--- config.mk ---
export PLATFORM = sky130hd
export DESIGN_NAME = one_shot_event_timer_bank
export DESIGN_NICKNAME = d
export VERILOG_FILES = /design/src/rtl/core/oset_pkg.sv /design/src/rtl/core/oset_counter_bank.sv /design/src/rtl/core/one_shot_event_timer_bank.sv
export SDC_FILE = /design/constraint.sdc
export NUM_CORES = 1
export LEC_CHECK = 0
export BUFFER_PORTS_ARGS = -buffer_cell sky130_fd_sc_hd__buf_2
export CORE_UTILIZATION = 62
export DETAILED_ROUTE_END_ITERATION = 8
export HOLD_SLACK_MARGIN = 0.06
export PLACE_DENSITY = 0.8
export SLEW_MARGIN = 20
export SYNTH_ARGS = -nofsm -noshare
export SYNTH_HDL_FRONTEND = slang
export SYNTH_SLANG_ARGS = --single-unit
export TNS_END_PERCENT = 10
--- constraint.sdc ---
create_clock -name clk -period 2.3 [get_ports clk]
set_input_delay 0.115 -clock clk [delete_from_list [all_inputs] [get_ports clk]]
set_output_delay 0.115 -clock clk [all_outputs]
set_load 0.01 [all_outputs]
--- src/rtl/core/oset_pkg.sv ---
// Shared types and constants for the one-shot event timer bank.
package oset_pkg;

  // Field and register widths fixed by the block's interface.
  localparam int DELAY_W       = 8;
  localparam int CFG_COUNT     = 8;
  localparam int CFG_IDX_W     = $clog2(CFG_COUNT);
  localparam int EVT_IDX_W     = 3;
  localparam int ACTION_W      = 2;
  localparam int PEND_W        = 8;
  localparam int IN_TDATA_W    = 8;
  localparam int OUT_TDATA_W   = 16;

  // Default size of the timer bank.
  localparam int DEFAULT_EVENT_COUNT = 8;

  // Operation codes carried by each input item.
  typedef enum logic [ACTION_W-1:0] {
    ACT_TICK   = 2'd0,
    ACT_ARM    = 2'd1,
    ACT_DISARM = 2'd2,
    ACT_TAKE   = 2'd3
  } action_t;

  // One command handed to the counter bank.
  typedef struct packed {
    logic                 step;
    action_t              action;
    logic [EVT_IDX_W-1:0] event_index;
  } cmd_t;

  // Result of one command.
  typedef struct packed {
    logic [PEND_W-1:0] pending_events;
    logic              tick_running;
  } result_t;

  // Current state of the bank, seen by the top level.
  typedef struct packed {
    logic [PEND_W-1:0] pending;
    logic              ticking;
  } status_t;

endpackage

--- src/rtl/core/oset_counter_bank.sv ---
// Counter bank: delay registers, down-counters, pending flags and tick enable.
module oset_counter_bank #(
  parameter int EVENT_COUNT = oset_pkg::DEFAULT_EVENT_COUNT
) (
  input  logic                           clk,
  input  logic                           rst_n,
  input  logic                           cfg_we,
  input  logic [oset_pkg::CFG_IDX_W-1:0] cfg_index,
  input  logic [oset_pkg::DELAY_W-1:0]   cfg_wdata,
  input  oset_pkg::cmd_t                 cmd,
  output oset_pkg::result_t              result,
  output oset_pkg::status_t              status
);
  import oset_pkg::*;

  logic [DELAY_W-1:0]     delay_r [EVENT_COUNT];
  logic [DELAY_W-1:0]     rem_r   [EVENT_COUNT];
  logic [DELAY_W-1:0]     rem_nxt [EVENT_COUNT];
  logic [EVENT_COUNT-1:0] pend_r;
  logic [EVENT_COUNT-1:0] pend_nxt;
  logic                   tick_r;
  logic                   tick_nxt;
  logic [EVENT_COUNT-1:0] nonzero;

  // Delay registers; writes to events beyond the bank are dropped.
  always_ff @(posedge clk) begin
    for (int i = 0; i < EVENT_COUNT; i++) begin
      if (!rst_n) begin
        delay_r[i] <= '0;
      end else if (cfg_we && (cfg_index == CFG_IDX_W'(i))) begin
        delay_r[i] <= cfg_wdata;
      end
    end
  end

  always_comb begin
    for (int i = 0; i < EVENT_COUNT; i++) begin
      nonzero[i] = (rem_r[i] != '0);
    end
  end

  // Next state of the counters, pending flags and tick enable.
  always_comb begin
    rem_nxt  = rem_r;
    pend_nxt = pend_r;
    tick_nxt = tick_r;
    if (cmd.step) begin
      unique case (cmd.action)
        ACT_TICK: begin
          if (tick_r) begin
            for (int i = 0; i < EVENT_COUNT; i++) begin
              if (nonzero[i]) begin
                rem_nxt[i] = rem_r[i] - DELAY_W'(1);
                if (rem_r[i] == DELAY_W'(1)) begin
                  pend_nxt[i] = 1'b1;
                end
              end
            end
            if (!(|nonzero)) begin
              tick_nxt = 1'b0;
            end
          end
        end
        ACT_ARM: begin
          for (int i = 0; i < EVENT_COUNT; i++) begin
            if (cmd.event_index == EVT_IDX_W'(i)) begin
              rem_nxt[i] = delay_r[i];
              tick_nxt   = 1'b1;
            end
          end
        end
        ACT_DISARM: begin
          for (int i = 0; i < EVENT_COUNT; i++) begin
            if (cmd.event_index == EVT_IDX_W'(i)) begin
              rem_nxt[i] = '0;
            end
          end
        end
        ACT_TAKE: begin
          pend_nxt = '0;
        end
        default: begin
          pend_nxt = pend_r;
        end
      endcase
    end
  end

  // State registers.
  always_ff @(posedge clk) begin
    if (!rst_n) begin
      for (int i = 0; i < EVENT_COUNT; i++) begin
        rem_r[i] <= '0;
      end
      pend_r <= '0;
      tick_r <= 1'b0;
    end else begin
      rem_r  <= rem_nxt;
      pend_r <= pend_nxt;
      tick_r <= tick_nxt;
    end
  end

  // Result of the current command and a view of the stored state.
  always_comb begin
    result.pending_events = (cmd.action == ACT_TAKE) ? PEND_W'(pend_r) : '0;
    result.tick_running   = tick_nxt;
    status.pending        = PEND_W'(pend_r);
    status.ticking        = tick_r;
  end

endmodule

--- src/rtl/core/one_shot_event_timer_bank.sv ---
// A command is held in the input register, and its result then in the result register that
// drives the output. Throughput: one item per cycle unless out_tready stalls the output;
// the result register frees itself in the cycle it is taken.
// Commands update the bank as they leave the input register; a tick steps all live counters.
// Reset (synchronous, rst_n low): counters, pending flags, delays and tick enable clear to zero;
// both stages empty.
// Top level of the one-shot event timer bank.
module one_shot_event_timer_bank #(
  parameter int EVENT_COUNT = oset_pkg::DEFAULT_EVENT_COUNT
) (
  input  logic                             clk,
  input  logic                             rst_n,
  // Configuration write port.
  input  logic                             cfg_we,
  input  logic [oset_pkg::CFG_IDX_W-1:0]   cfg_index,
  input  logic [oset_pkg::DELAY_W-1:0]     cfg_wdata,
  // Input stream.
  input  logic                             in_tvalid,
  output logic                             in_tready,
  input  logic [oset_pkg::IN_TDATA_W-1:0]  in_tdata,   // [1:0] action, [4:2] event_index
  // Result stream.
  output logic                             out_tvalid,
  input  logic                             out_tready,
  output logic [oset_pkg::OUT_TDATA_W-1:0] out_tdata   // [7:0] pending_events, [8] tick_running
);
  import oset_pkg::*;

  logic                 s1_valid_r;
  action_t              s1_action_r;
  logic [EVT_IDX_W-1:0] s1_index_r;
  logic                 s1_adv;
  logic                 out_valid_r;
  result_t              out_res_r;
  cmd_t                 cmd;
  result_t              res;
  status_t              status;

  // Stage one moves on when the result register is empty or being taken.
  assign s1_adv    = s1_valid_r && (!out_valid_r || out_tready);
  assign in_tready = !s1_valid_r || s1_adv;

  // Input register.
  always_ff @(posedge clk) begin
    if (!rst_n) begin
      s1_valid_r <= 1'b0;
    end else if (in_tready) begin
      s1_valid_r <= in_tvalid;
    end
  end

  always_ff @(posedge clk) begin
    if (in_tready && in_tvalid) begin
      s1_action_r <= action_t'(in_tdata[ACTION_W-1:0]);
      s1_index_r  <= in_tdata[ACTION_W +: EVT_IDX_W];
    end
  end

  always_comb begin
    cmd.step        = s1_adv;
    cmd.action      = s1_action_r;
    cmd.event_index = s1_index_r;
  end

  oset_counter_bank #(
    .EVENT_COUNT(EVENT_COUNT)
  ) u_bank (
    .clk      (clk),
    .rst_n    (rst_n),
    .cfg_we   (cfg_we),
    .cfg_index(cfg_index),
    .cfg_wdata(cfg_wdata),
    .cmd      (cmd),
    .result   (res),
    .status   (status)
  );

  // Result register.
  always_ff @(posedge clk) begin
    if (!rst_n) begin
      out_valid_r <= 1'b0;
    end else if (s1_adv) begin
      out_valid_r <= 1'b1;
    end else if (out_tready) begin
      out_valid_r <= 1'b0;
    end
  end

  always_ff @(posedge clk) begin
    if (s1_adv) begin
      out_res_r <= res;
    end
  end

  assign out_tvalid = out_valid_r;
  assign out_tdata  = OUT_TDATA_W'({out_res_r.tick_running, out_res_r.pending_events});

  // A take leaves every pending flag clear.
  a_take_clears: assert property (@(posedge clk) disable iff (!rst_n)
    (s1_adv && (s1_action_r == ACT_TAKE)) |=> (status.pending == '0))
    else $error("pending flags not cleared after take");

  // Ticking only stops on a tick command.
  a_stop_on_tick: assert property (@(posedge clk) disable iff (!rst_n)
    $fell(status.ticking) |-> $past(s1_adv && (s1_action_r == ACT_TICK)))
    else $error("ticking stopped without a tick");

  // The reported run flag matches the stored state once the result lands.
  a_run_flag: assert property (@(posedge clk) disable iff (!rst_n)
    s1_adv |=> (out_res_r.tick_running == status.ticking))
    else $error("tick_running disagrees with stored state");

endmodule

==> results of run 1 <==
## cell type report
cell class | instances | area share [%]
inverters | 35 | 1.40
clock inverters | 14 | 1.38
flip-flops and latches | 153 | 40.9
clock buffers | 17 | 4.53
multi-input cells | 588 | 44.3
well taps | 176 | 2.34
repair buffers | 68 | 5.19
## state kept, by name (all words and copies together) (netlist names)
register,cells
u_bank.tick_r,1
out_tvalid,1
u_bank.delay_r,64
s1_valid_r,1
s1_index_r,3
u_bank.rem_r,64
u_bank.pend_r,8
s1_action_r,2
out_tdata,9
## layout by cell type, fill, tap and decap left out, types with 12 or more instances in the layout
cell       instances
and2_1            75
nor4_1            22
a32o_1            16
inv_1             33
ha_1              29
edfxtp_1          78
nand2_1           36
dfxtp_1           75
nand4_1           18
nor3_1            19
buf_2             31
clkbuf_16         17
nor2_1            50
a21oi_1           40
o41ai_1           12
a31oi_1           24
buf_4             27
a211oi_1          24
a22oi_1           21
o21ai_0           12
## logic make-up after synthesis
group	Yosys count
simple gates	296
compound gates	241
flops	153
buf+inv	90
fa+ha+maj	29
xor+xnor	8
mux	7
other cells	1
## worst paths after layout
check | start | endpoint | depth (start not counted) | slack [ns]
min | rst_n | u_bank.rem_r[46] | 3 | 0.16
max reg2reg | s1_action_r[0] | u_bank.rem_r[57] | 7 | 0.11
max | s1_action_r[0] | u_bank.rem_r[57] | 7 | 0.11
min reg2reg | u_bank.rem_r[7] | u_bank.rem_r[7] | 2 | 0.47
## metrics by stage
step                hold slack (ns)  std cells  utilization (%)
CTS                           0.148       1051             71.2
global placement              0.295       1013             66.4
finish                        0.160       1051             71.3
floorplan                     0.214        831                -
global route                  0.173       1051             71.3
detailed placement            0.293       1013             66.4
## worst register-to-register path, stage by stage (launching register included)
cell      delay, ns
edfxtp_1       0.42
inv_1          0.09
ha_1           0.26
nand2b_1       0.14
nor4b_4        0.29
buf_12         0.30
and3_1         0.42
a211oi_1       0.13
## report_power, final
part,total [mW],internal (mW),leakage (nW),switching (mW)
clock network,2.68,1.57,0.274,1.10
registers,3.13,3.01,1.36,0.117
logic,1.23,0.471,1.75,0.762
## per-layer routing
layer  track usage [%]  share of wire (%)  up-vias
li1                  -                  -     3260
met2              51.9                 47      438
met3              5.98                9.4       59
met5                 0                  0        -
met1              43.4                 41     3479
met4              15.4                2.7        0
## timing repair
action,CTS,global route
endpoints found under the hold margin,7,0
gates resized for setup,0,3
hold buffers,7,0
endpoints found under the setup margin,0,6
==> results.txt, run 1 <==
result of the run = finished, final reports clean
initial antenna violation count = 1
Post-DP Area = 0.00876 mm^2
Avg WL per Cell = 21.3 um
final setup TNS = 0 ns
WL final = 22400 um
setup slack at placement = 0.116 ns
Yosys top cell area share = 27.9%
largest cells by area after synthesis = edfxtp_1 (28%), dfxtp_1 (18%), and2_1 (5.7%)
Power, Total = 7.04 mW
total CTS buffers = 17
# fillers = 960
Area Growth Syn to Fin = 12.1%
first-pass GRT wire length = 35300 um
Final ANT Viol Nets = 0
# DRC = 0
crit path kind = reg -> reg
largest net degree at the start of global routing = 60
fin crit period = 2.19 ns
Fmax = 456 MHz
critical path peak fanout = 49
pwr dens = 749 mW/mm^2
DIE HEIGHT = 118 um
vias in the first global route = 6862
Synth Area in XOR/XNOR = 0.836%
Leakage = 3.39 nW
EDFF count, synth = 78
simple-gate share of the synthesized area = 21.9%
synthesized cell area = 0.00838 mm^2
Final HPWL DP = 14500 um
clock-pin slew on the worst setup and hold paths = 0.06 ns
iteration-0 DRC count of the detailed router = 952
post-CTS setup buffer count = 0
most frequent cells after synthesis = edfxtp_1 (78), and2_1 (76), dfxtp_1 (75), nor2_1 (50), a21oi_1 (41)
io pins = 42
total of max-cap violations = 0
Synth Register Bits = 153
Routability Congestion = 0.888
vias = 7236
crit-path cells = inv_1 -> ha_1 -> nand2b_1 -> nor4b_4 -> buf_12 -> and3_1 -> a211oi_1
unrepaired setup endpoints after global routing = false
all-layer global routing usage = 32.7%
Core Area = 0.0132 mm^2
drt pass-1 iters = 6
register area share after synthesis = 45.8%
Synth Area per Inst = 10.2 um^2
Worst VDD drop = 503 uV
YS warnings = 0
worst slew pin tran = 1.04 ns
fraction of layout cells with a size suffix above 1 = 14.2%
Final Instance Area = 0.00940 mm^2
crit-path max cell delay = 0.42 ns
clock root buffer master = clkbuf_16
H-tree depth = 4
Vias/cell = 6.88
area of the multi-input gates = 0.00416 mm^2
Reg area = 0.00384 mm^2
setup slack after layout = 0.105 ns
Worst EP arrival = 2.47 ns
clock tree buffer depth = 2
clk_lat worst skew = 0.43 ns
ys async rst share = 0%
Critical Path End Type = flop
multiplexer share of the synthesized area = 0.851%
Max stage delay cell, worst path = edfxtp_1
clk sinks = 153
final net count = 916
CTS tree = done
count leader, synth = edfxtp_1
clock skew = 0.00828 ns
adder-cell share of the synthesized area = 4.33%
n_diodes = 0
post-synthesis cell count = 825
Slew HR = 29.9%
Hold Vio Cnt, Final = 0
Slew Limit Fails = 0
total die area = 0.0140 mm^2
chip width = 118 um
top_reg_cell synth = edfxtp_1
final period utilization = 95.4%
CP Data Required Time = 2.58 ns
main combinational cell family by area after synthesis = simple AND/OR/NAND/NOR gates
Initial Utilization = 63.6%
Worst Hold Class = in -> reg
CP Launch Type = flop
setup violators final = 0
Distinct cells, synth = 73
CP top delay family = simple AND/OR/NAND/NOR gates
floorplan row count = 42
Compound-Gate Fraction of Synth Area = 21.3%
Worst Path Buf+Inv = 2
input/output buffers = 31
leading area contributor after synthesis = edfxtp_1
grt ovf = 0
Note: power is estimated with default switching activity, not from simulation.
==> inputs of run 2 (changes only) <==
--- a/config.mk
+++ b/config.mk
@@ -6,10 +6,11 @@
 export NUM_CORES = 1
 export LEC_CHECK = 0
 export BUFFER_PORTS_ARGS = -buffer_cell sky130_fd_sc_hd__buf_2
-export CORE_UTILIZATION = 62
+export CORE_ASPECT_RATIO = 1.1
+export CORE_UTILIZATION = 55
 export DETAILED_ROUTE_END_ITERATION = 8
 export HOLD_SLACK_MARGIN = 0.06
-export PLACE_DENSITY = 0.8
+export PLACE_DENSITY = 0.73
 export SLEW_MARGIN = 20
 export SYNTH_ARGS = -nofsm -noshare
 export SYNTH_HDL_FRONTEND = slang
==> results.txt, run 2 (synthesis gave the netlist of run 1 again) <==
result of the run = finished, final reports clean
worst hold path depth = 3 (unchanged)
drt pass-1 iters = 5 (-1)
final setup TNS = 0 ns (unchanged)
clock tree buffer depth = 2 (unchanged)
vias in the first global route = 6842 (-0.29%)
R2R depth = 7 (unchanged)
Critical Path Source = s1_action_r[0]
fraction of layout cells with a size suffix above 1 = 14.5% (+0.31 points)
total die area = 0.0157 mm^2 (+13%)
Worst VDD drop = 516 uV (+2.7%)
Final ANT Viol Nets = 0 (unchanged)
WL final = 22300 um (-0.26%)
r2r setup slk = 0.09 ns (-0.02 ns)
crit-path max cell delay = 0.42 ns (about the same)
iteration-0 DRC count of the detailed router = 839 (-12%)
final period utilization = 96.1% (+0.68 points)
Critical Path End Type = flop
Internal Dissipation = 5.14 mW (+1.6%)
setup slack after layout = 0.0896 ns (-0.0156 ns)
Avg WL per Cell = 20.9 um (-1.9%)
Worst Hold Class = in -> reg
NetSw = 1.99 mW (+0.54%)
crit-path cells = inv_1 -> ha_2 -> nand2b_1 -> nor4b_4 -> buf_12 -> nand3_1 -> o32ai_1
first-pass GRT wire length = 35000 um (-0.99%)
post-route core utilization = 64.6% (-6.7 points)
CP top delay family = simple AND/OR/NAND/NOR gates
unrepaired setup endpoints after global routing = true
CP Launch Type = flop
most frequent cells in the layout = edfxtp_1 (78), and2_1 (75), dfxtp_1 (75)
crit path kind = reg -> reg
total CTS buffers = 17 (unchanged)
setup violators final = 0 (unchanged)
Vias/cell = 6.54 (-5.0%)
r2r endpoint = u_bank.rem_r[47]
clk sinks = 153 (unchanged)
Worst Hold End = out_tvalid
CP Data Required Time = 2.64 ns (+0.06 ns)
Slew Limit Fails = 0 (unchanged)
HP Start = out_tready
Worst EP arrival = 2.55 ns (+0.08 ns)
input/output buffers = 31 (unchanged)
chip width = 120 um (+1.2%)
clock root buffer master = clkbuf_16
all-layer global routing usage = 28.9% (-3.8 points)
# DRC = 0 (unchanged)
Area Growth Syn to Fin = 13.0%
io pins = 42 (unchanged)
setup slack at placement = 0.141 ns (+0.0254 ns)
Core Area = 0.0147 mm^2 (+11%)
clock-pin slew on the worst setup and hold paths = 0.06 ns (about the same)
worst slew pin tran = 0.712 ns (-0.328 ns)
CTS tree = done
clk_lat worst skew = 0.43 ns (about the same)
fin crit period = 2.21 ns (+0.0156 ns)
critical path peak fanout = 49 (unchanged)
Clk pwr share = 38.9% (+0.9 points)
n_diodes = 0 (unchanged)
total of max-cap violations = 0 (unchanged)
Comb power frac = 17.3% (-0.2 points)
Initial Utilization = 57.1% (-6.4 points)
largest net degree at the start of global routing = 60 (unchanged)
Flop pwr share = 43.9% (-0.6 points)
Worst Path Buf+Inv = 2 (unchanged)
commonest non-fill, non-tap cell in the layout = edfxtp_1
Routability Congestion = 0.880 (-0.90%)
Hold Vio Cnt, Final = 0 (unchanged)
initial antenna violation count = 0 (-1)
final net count = 917 (+0.11%)
worst r2r src = s1_action_r[0]
floorplan row count = 46 (+9.5%)
sw frac = 27.9% (-0.22 points)
Max stage delay cell, worst path = edfxtp_1
pwr dens = 753 mW/mm^2 (+0.54%)
DIE HEIGHT = 131 um (+11%)
Final HPWL DP = 14500 um (about the same)
vias = 6993 (-3.4%)
Fmax = 452 MHz (-0.70%)
H-tree depth = 4 (unchanged)
Slew HR = 52.2% (+22 points)
clock skew = 0.00703 ns (-0.00125 ns)
Leakage = 3.40 nW (+0.29%)
grt ovf = 0 (unchanged)
[run 2: cell type report]
| type | count | area (um^2) |
|---|---|---|
| fillers | 1178 | 5200 |
| multi-input cells | 588 | 4160 |
| flip-flops and latches | 153 | 3840 |
| repair buffers | 69 | 518 |
| clock buffers | 20 | 457 |
| well taps | 192 | 240 |
| inverters | 35 | 131 |
| clock inverters | 12 | 125 |
[run 2: worst min-delay path, delay by kind of cell]
kind / cells / cell delay [ns]
AO/OA/AOI/OAI: 1 / 0.08
AND/OR/NAND/NOR: 1 / 0.16
buffers and inverters: 1 / 0.09
[run 2: power groups by stage]
stage	Sequential, mW	Combinational (mW)	Clock [mW]
after global routing	3.14	1.33	2.90
final	3.13	1.23	2.77
after detailed placement	3.18	1.19	0
after global placement	3.18	1.16	0
after floorplan	3.15	0.849	0
after CTS	3.12	1.21	2.78
[run 2: metrics by stage]
step | area, um^2 | power [mW] | hold slack (ns) | cells
floorplan | 8410 | 4.00 | 0.214 | 831
global placement | 8820 | 4.34 | 0.296 | 1031
detailed placement | 8820 | 4.37 | 0.297 | 1031
CTS | 9470 | 7.12 | 0.0650 | 1069
global route | 9470 | 7.37 | 0.0763 | 1069
finish | 9470 | 7.13 | 0.0709 | 1069
[run 2: metal layers]
layer	vias up	wire, um	GRT usage, %
met2	364	10900	48.1
li1	3259	-	-
met1	3324	9210	36.4
met4	0	450	11.5
met5	-	0	0
met3	46	1740	5.90
[run 2: worst max path at each step]
stage                        to  slack (ns)  cells after the start
2_1_floorplan  u_bank.rem_r[28]        0.37                      8
6_report       u_bank.rem_r[47]        0.09                      7
4_1_cts         u_bank.rem_r[3]        0.09                      7
3_5_place_dp    u_bank.rem_r[3]        0.14                      7
5_1_grt        u_bank.rem_r[42]       -0.05                      7
3_3_place_gp   u_bank.rem_r[46]        0.23                      5
[run 2: timing repair]
item                                   in CTS  in global routing
endpoints found under the hold margin       6                  0
gates resized for setup                     0                  3
setup endpoints to repair                   0                 11
setup buffers                               0                  0
hold buffers                                6                  0
